===== config.mk =====
export PLATFORM = sky130hd
export DESIGN_NAME = dtfb_front
export DESIGN_NICKNAME = d
export VERILOG_FILES = /design/src/dtfb_pkg.sv /design/src/dtfb_front.sv
export SDC_FILE = /design/constraint.sdc
export NUM_CORES = 1
export LEC_CHECK = 0
export BUFFER_PORTS_ARGS = -buffer_cell sky130_fd_sc_hd__buf_2
export CAP_MARGIN = 20
export CORE_UTILIZATION = 50
export CTS_BUF_LIST = sky130_fd_sc_hd__clkbuf_8
export DETAILED_ROUTE_END_ITERATION = 8
export PLACE_DENSITY = 0.68
export SLEW_MARGIN = 10
export SYNTH_ARGS = -nofsm -noshare
export SYNTH_HDL_FRONTEND = slang
export SYNTH_SLANG_ARGS = --single-unit

===== constraint.sdc =====
create_clock -name clk -period 13.99 [get_ports clk]
set_input_delay 0.6995 -clock clk [delete_from_list [all_inputs] [get_ports clk]]
set_output_delay 0.6995 -clock clk [all_outputs]
set_load 0.1 [all_outputs]

===== src/dtfb_pkg.sv =====
package dtfb_pkg;

	localparam int MAX_WIDTH  = 128;
	localparam int MAX_HEIGHT = 128;
	localparam int DEPTH_BITS = 24;

	localparam int STORE_SIZE = MAX_WIDTH * MAX_HEIGHT;
	localparam int IDX_W      = $clog2(STORE_SIZE);
	localparam int CNT_W      = $clog2(STORE_SIZE + 1);
	localparam int W_W        = $clog2(MAX_WIDTH + 1);
	localparam int H_W        = $clog2(MAX_HEIGHT + 1);

	localparam int COLOUR_W   = 32;
	localparam int SIZE_REG_W = 8;
	localparam int CDEPTH_W   = 24;
	localparam int CFG_DATA_W = 32;
	localparam int CFG_IDX_W  = 2;

	localparam int QUEUE_DEPTH = 2;
	localparam int QUEUE_PTR_W = $clog2(QUEUE_DEPTH);
	localparam int QUEUE_CNT_W = $clog2(QUEUE_DEPTH + 1);

	// configuration register indexes
	localparam logic [CFG_IDX_W-1:0] REG_WIDTH        = 2'd0;
	localparam logic [CFG_IDX_W-1:0] REG_HEIGHT       = 2'd1;
	localparam logic [CFG_IDX_W-1:0] REG_CLEAR_COLOUR = 2'd2;
	localparam logic [CFG_IDX_W-1:0] REG_CLEAR_DEPTH  = 2'd3;

	localparam logic [SIZE_REG_W-1:0] RESET_WIDTH        = 8'd128;
	localparam logic [SIZE_REG_W-1:0] RESET_HEIGHT       = 8'd128;
	localparam logic [COLOUR_W-1:0]   RESET_CLEAR_COLOUR = 32'h0000_0000;
	localparam logic [CDEPTH_W-1:0]   RESET_CLEAR_DEPTH  = 24'hFF_FFFF;

	// input command codes
	localparam logic [3:0] CMD_CLEAR_ALL    = 4'd0;
	localparam logic [3:0] CMD_CLEAR_COLOUR = 4'd1;
	localparam logic [3:0] CMD_CLEAR_DEPTH  = 4'd2;
	localparam logic [3:0] CMD_WRITE_COLOUR = 4'd3;
	localparam logic [3:0] CMD_ZTEST_WRITE  = 4'd4;
	localparam logic [3:0] CMD_DEPTH_UPDATE = 4'd5;
	localparam logic [3:0] CMD_ZTEST_QUERY  = 4'd6;
	localparam logic [3:0] CMD_FORCE_WRITE  = 4'd7;
	localparam logic [3:0] CMD_READ         = 4'd8;

	typedef logic [DEPTH_BITS-1:0] depth_t;

	typedef enum logic [3:0] {
		OP_CLEAR_ALL,
		OP_CLEAR_COLOUR,
		OP_CLEAR_DEPTH,
		OP_WRITE_COLOUR,
		OP_ZTEST_WRITE,
		OP_DEPTH_UPDATE,
		OP_ZTEST_QUERY,
		OP_FORCE_WRITE,
		OP_READ,
		OP_NONE
	} op_kind_t;

	typedef struct packed {
		logic [3:0]          cmd;
		logic [6:0]          pixel_x;
		logic [6:0]          pixel_y;
		logic [COLOUR_W-1:0] pixel_colour;
		logic [23:0]         pixel_depth;
	} in_item_t;

	typedef struct packed {
		logic                in_range;
		logic                test_passed;
		logic [COLOUR_W-1:0] colour_out;
	} result_t;

	// classified operation handed from front to back
	typedef struct packed {
		op_kind_t            kind;
		logic [IDX_W-1:0]    addr;
		logic [CNT_W-1:0]    count;
		logic [COLOUR_W-1:0] colour;
		depth_t              depth;
	} op_t;

endpackage


===== src/dtfb_front.sv =====
module dtfb_front import dtfb_pkg::*; (
	input  logic                  clk,
	input  logic                  arst_n,
	input  logic                  push,
	input  in_item_t              item,
	output logic                  full,
	input  logic [SIZE_REG_W-1:0] width_in_use,
	input  logic [SIZE_REG_W-1:0] height_in_use,
	input  logic                  init_busy,
	output logic                  op_valid,
	output op_t                   op,
	input  logic                  op_pop
);

	logic [W_W-1:0]         w;
	logic [H_W-1:0]         h;
	logic                   in_frame;
	op_t                    new_op;
	logic                   push_ok;
	op_t                    q_mem [QUEUE_DEPTH];
	logic [QUEUE_PTR_W-1:0] wp_q;
	logic [QUEUE_PTR_W-1:0] rp_q;
	logic [QUEUE_CNT_W-1:0] cnt_q;

	// a zero size acts as one, an oversize acts as the maximum
	always_comb begin
		if (width_in_use == '0) begin
			w = W_W'(1);
		end else if (32'(width_in_use) > MAX_WIDTH) begin
			w = W_W'(MAX_WIDTH);
		end else begin
			w = W_W'(width_in_use);
		end
		if (height_in_use == '0) begin
			h = H_W'(1);
		end else if (32'(height_in_use) > MAX_HEIGHT) begin
			h = H_W'(MAX_HEIGHT);
		end else begin
			h = H_W'(height_in_use);
		end
	end

	assign in_frame = (32'(item.pixel_x) < 32'(w)) && (32'(item.pixel_y) < 32'(h));

	always_comb begin
		new_op.addr   = IDX_W'(CNT_W'(item.pixel_y) * CNT_W'(w) + CNT_W'(item.pixel_x));
		new_op.count  = CNT_W'(w) * CNT_W'(h);
		new_op.colour = item.pixel_colour;
		new_op.depth  = DEPTH_BITS'(item.pixel_depth);
		unique case (item.cmd)
			CMD_CLEAR_ALL:    new_op.kind = OP_CLEAR_ALL;
			CMD_CLEAR_COLOUR: new_op.kind = OP_CLEAR_COLOUR;
			CMD_CLEAR_DEPTH:  new_op.kind = OP_CLEAR_DEPTH;
			CMD_WRITE_COLOUR: new_op.kind = in_frame ? OP_WRITE_COLOUR : OP_NONE;
			CMD_ZTEST_WRITE:  new_op.kind = in_frame ? OP_ZTEST_WRITE : OP_NONE;
			CMD_DEPTH_UPDATE: new_op.kind = in_frame ? OP_DEPTH_UPDATE : OP_NONE;
			CMD_ZTEST_QUERY:  new_op.kind = in_frame ? OP_ZTEST_QUERY : OP_NONE;
			CMD_FORCE_WRITE:  new_op.kind = in_frame ? OP_FORCE_WRITE : OP_NONE;
			CMD_READ:         new_op.kind = in_frame ? OP_READ : OP_NONE;
			default:          new_op.kind = OP_NONE;
		endcase
	end

	assign full     = (cnt_q == QUEUE_CNT_W'(QUEUE_DEPTH)) || init_busy;
	assign push_ok  = push && !full;
	assign op_valid = (cnt_q != '0);
	assign op       = q_mem[rp_q];

	always_ff @(posedge clk) begin
		if (push_ok) begin
			q_mem[wp_q] <= new_op;
		end
	end

	always_ff @(posedge clk or negedge arst_n) begin
		if (!arst_n) begin
			wp_q  <= '0;
			rp_q  <= '0;
			cnt_q <= '0;
		end else begin
			if (push_ok) begin
				wp_q <= wp_q + QUEUE_PTR_W'(1);
			end
			if (op_pop) begin
				rp_q <= rp_q + QUEUE_PTR_W'(1);
			end
			if (push_ok && !op_pop) begin
				cnt_q <= cnt_q + QUEUE_CNT_W'(1);
			end else if (!push_ok && op_pop) begin
				cnt_q <= cnt_q - QUEUE_CNT_W'(1);
			end
		end
	end

endmodule


After elaboration in Yosys (flattened, before gate mapping)
Memories as Yosys holds them, arrays and structs flattened.
Index checks and enable logic that the tools add are counted.
W data, S select, Z words.
{"block": "classes", "addsub": 5, "multipliers": 2, "order_cmp": 4, "n_eq_ne": 9, "muxes": 15, "n_reduce_logical": 13}
{"cell": "$pmux W4 S9", "n": 1}
{"cell": "$mux W8", "n": 4}
{"cell": "$mux W4", "n": 5}
{"cell": "$eq A4 B3 Y1 const B", "n": 4}
{"cell": "$gt A8 B8 Y1 const B", "n": 2}
{"cell": "$logic_not A8 Y1", "n": 2}
{"cell": "$lt A7 B8 Y1", "n": 2}
{"cell": "$mul A8 B8 Y15", "n": 1}
{"cell": "$add A14 B7 Y14", "n": 1}
{"cell": "$mul A7 B8 Y14", "n": 1}
{"cell": "$eq A4 B2 Y1 const B", "n": 2}
{"cell": "$eq A4 B1 Y1 const B", "n": 1}
{"cell": "$eq A4 B4 Y1 const B", "n": 1}
{"cell": "$logic_and A1 B1 Y1", "n": 4}
{"cell": "$logic_not A4 Y1", "n": 1}
{"cell": "$mux W2", "n": 2}
{"cell": "$reduce_bool A2 Y1", "n": 2}
{"cell": "$logic_not A1 Y1", "n": 3}
{"cell": "$mux W1", "n": 3}
{"cell": "$add A1 B1 Y1 const B", "n": 2}
{"cell": "$add A2 B1 Y2 const B", "n": 1}
{"cell": "$eq A2 B2 Y1 const B", "n": 1}
{"cell": "$sub A2 B1 Y2 const B", "n": 1}
{"cell": "$logic_or A1 B1 Y1", "n": 1}
{"block": "totals", "register_bits": 4, "ramBits": 178, "memories": 1}
{"memory": "q_mem", "depth": 2, "width": 89, "read_ports": 1, "rd_ports_with_merged_regs": 0, "write_ports": 1, "line": "dtfb_front.sv:20", "text": "op_t q_mem [QUEUE_DEPTH];"}

Logic depth before layout (Yosys ltp)
{"block": "logic_depth", "word_depth": 8, "depth_mapped": 20, "depth_no_buf": 19}

Worst setup path after synthesis
Ideal clock, no wire load.
{"block": "synth_timing", "path_type": "in2reg", "startpoint": "input port init_busy", "endpoint": "memory q_mem[0][0] (netlist bit) (enable)", "setup_time_ps": 537, "arrival_time_ps": 4705, "required_ps": 13453, "slack_ps": 8748, "cell_stages": 3, "path_cell_list": "a21oi_1 -> nand2_1 -> nor2_1"}
{"block": "synth_between", "elab_chain_cells": 5}
{"item": "start, declared", "line": "dtfb_front.sv:9", "text": "input logic init_busy,"}
{"item": "$logic_or A1 B1 Y1", "line": "dtfb_front.sv:64", "text": "assign full = (cnt_q == QUEUE_CNT_W'(QUEUE_DEPTH)) || init_busy;"}
{"item": "$logic_not A1 Y1", "line": "dtfb_front.sv:65", "text": "assign push_ok = push && !full;"}
{"item": "$logic_and A1 B1 Y1", "line": "dtfb_front.sv:65"}
{"item": "$mux W1", "line": "dtfb_front.sv:70", "text": "if (push_ok) begin"}
{"item": "$mux W1 (not written as such)", "line": "dtfb_front.sv:71", "text": "q_mem[wp_q] <= new_op;"}
{"item": "end, declared", "line": "dtfb_front.sv:20"}
Every way passes these cells.

==> run_results.csv <==
group,metric,value,unit
clock_network,worstSkewPairLatency,460,ps
drt,drt-total-wl,20900,um
critical_path,crit_fanout,8,
floorplan,ios,186,
timing,worst_pin_slew,994,ps
global_routing,grt_usage,19.3,%
critical_path,crit_required,14310,ps
timing,timing.fmax,0.194,GHz
critical_path,cp.arrival,5480,ps
cells_and_area,num-nets-final,1273,
job,max_cap_viol_count,0,
clock_network,numCtsBuffers,17,
yosys,ys_ff_latch,182,
drt,drt_iter0_drc,356,
yosys,synthArstFlopShare,2.20,%
yosys,ys_warn_count,0,
timing,min_period,5160,ps
floorplan,die_h,150,um
placement,portBuffers,185,
cells_and_area,stdcell_count,1316,
drt,routedWlPerCell,15.8,um
floorplan,core.rowCount,53,
worst_hold_path,min_from,"item[2]",
drt,drtAntennaViolNets,0,
floorplan,design.die.area,0.0226,mm^2
cells_and_area,drive_gt1_share,25.3,%
cells_and_area,n_fill_cell,1767,
yosys,synth-edff-count,178,
worst_hold_path,whs_path_depth,1,
critical_path,startpoint,"width_in_use[6]",
clock_network,cts_tree,"done",
timing,timing.final.max_slew_violations,0,
power,peakVddDrop,0.0886,mV
global_routing,antenna_found_initial,1,
clock_network,clock-sinks,182,
timing,rsz0062_at_grt,"no",
yosys,syn_avg_cell_area,13.0,um^2
clock_network,root_buffer,"clkbuf_8",
timing,hold_viol,0,
yosys,yosysTopAreaCell,"edfxtp_1",
timing,setup_viol,0,
cells_and_area,mostFrequentLayoutCell,"buf_2",
yosys,synth_nets,1091,
timing,fin_crit_sh,36.9,%
floorplan,fp.dieW,150,um
clock_network,path_clk_slew,120,ps
global_routing,grt_pass1_wl,33400,um
yosys,synth_top_area_share,48.5,%
yosys,yosysSeqAreaShare,49.4,%
drt,drtPass1Iterations,4,
floorplan,initial_core_util,51.7,%
worst_hold_path,hp-class,"input port to flip-flop",
critical_path,start_kind,"input port",
global_routing,grt_pass1_vias,6734,
critical_path,path_class,"input port to flip-flop",
yosys,syn_inst,845,
placement,placed_cells,1282,
timing,slew-limit-headroom,33.6,%
power,p_per_area,186,mW/mm^2
critical_path,r2r_cells,5,
timing,skew,22.7,ps
global_routing,grt_overflow_total,0,
clock_network,post_cts_resized,0,
yosys,syn_area,0.0110,mm^2
outcome,status,"completed",
floorplan,coreArea,0.0213,mm^2
power,power,2.36,mW
cells_and_area,area_delta_synth_final,14.9,%
clock_network,htreeDepth,4,
critical_path,end_kind,"flip-flop",
critical_path,regToRegStartpoint,"cnt_q[0]$_DFFE_PN0P_",
placement,hpwlAfterDp,15500,um
yosys,synth-main-ff-cell,"edfxtp_1",
power,power.leakage,5.45,nW
clock_network,clk_path_buf_depth,2,
cells_and_area,multi_input_area,0.00501,mm^2
drt,drc,0,
drt,vias,6686,
placement,place_congestion,0.833,
yosys,synth_area_leaders,"edfxtp_1 (49%), fa_1 (13%), ha_1 (9.2%)",
timing,setup-tns-final,0,ps
cells_and_area,final_cell_mix,"buf_2 (185), edfxtp_1 (178), inv_1 (115)",
global_routing,grt_max_degree,64,
yosys,ys_types,48,
cells_and_area,regArea,0.00545,mm^2
drt,via_per_inst,5.08,
[synth_stat cells (3+ instances only)]
cell type,number
o21ai_1,5
dfrtp_1,4
inv_1,115
a21oi_1,19
o21ai_0,6
nor3_1,3
nand2_1,30
nor2b_1,14
a21o_1,5
nor4_1,3
mux2_1,66
ha_1,81
xor2_1,7
clkbuf_1,24
nor2_1,64
xnor2_1,24
nand2b_1,7
a211oi_1,3
and2_1,44
o21a_1,4
fa_1,70
or2_2,5
edfxtp_1,178
inv_2,8
mux2_2,23
or3_1,4
[sequential cells by signal, indices dropped and copies added, names as in the netlist]
name   count
q_mem    178
cnt_q      2
rp_q       1
wp_q       1
[worst max-delay path, stage by stage]
cell and delay (ps):
buf_2 110, nor4_1 280, a21oi_1 180, nor2_1 350, nand2_1 140, fa_1 530
fa_1 550, inv_1 50, fa_1 530, inv_1 50, fa_1 520, inv_1 40
ha_1 330, o21ai_1 150, a21oi_1 80, o41a_1 360, or4_1 410, nand4_1 120
[logic make-up (layout without fill, tap and decap cells)]
| group | after synthesis | count (layout) | synth area share [%] |
|---|---|---|---|
| AND/OR/NAND/NOR | 188 | 188 | 8.59 |
| flip-flops | 182 | 182 | 49.4 |
| adder cells (fa/ha/maj) | 151 | 151 | 21.9 |
| buffers and inverters | 149 | 344 | 5.21 |
| multiplexers | 89 | 89 | 9.10 |
| AO/OA/AOI/OAI | 55 | 55 | 3.27 |
| XOR/XNOR | 31 | 31 | 2.47 |
| other | 0 | 1 | 0 |
[final timing paths]
kind	end	slack, ps
worst max-delay path	q_mem[0][83]$_DFFE_PP_	8830
worst min-delay path	q_mem[0][2]$_DFFE_PP_	410
worst max register to register	q_mem[0][0]$_DFFE_PP_	11180
worst min register to register	cnt_q[1]$_DFFE_PN0P_	510
max in group asynchronous	rp_q$_DFFE_PN0P_	13270
min in group asynchronous	cnt_q[1]$_DFFE_PN0P_	570
[report_power, final]
part	switching, mW	internal (mW)
clock network	0.218	0.155
logic	0.981	0.251
registers	0.0484	0.703
total	1.25	1.11
[metrics by stage]
step	instance area, um^2	util [%]	hold WS (ps)	setup WS, ps
2_1_floorplan	11000	-	404	8750
3_3_place_gp	12200	57.4	474	8430
3_5_place_dp	12200	57.4	509	8390
4_1_cts	12700	59.5	387	8870
5_1_grt	12700	59.5	358	8560
6_report	12700	59.5	414	8830
[metal layers]
| layer | part of all wire (%) | up-vias | track usage [%] |
|---|---|---|---|
| met2 | 47 | 174 | 31.4 |
| li1 | - | 3231 | - |
| met4 | 0.61 | 0 | 3.79 |
| met3 | 6.8 | 9 | 4.24 |
| met5 | 0 | - | 0 |
| met1 | 45 | 3272 | 26.6 |
[layout make-up]
| cell class | instances | area share, % |
|---|---|---|
| flip-flops and latches | 182 | 43.0 |
| multi-input cells | 514 | 39.6 |
| repair buffers | 189 | 7.57 |
| inverters | 123 | 3.65 |
| well taps | 275 | 2.72 |
| clock buffers | 17 | 1.85 |
| clock inverters | 15 | 1.60 |
| diodes | 1 | 0.0198 |
[timing repair]
item | 4_1_cts | 5_1_grt
hold buffers | 1 | 0
endpoints found under the hold margin | 1 | 0
buffers inserted | 0 | 0
setup endpoints to repair | 0 | 0
No activity file was read; power rests on OpenSTA's default activity.
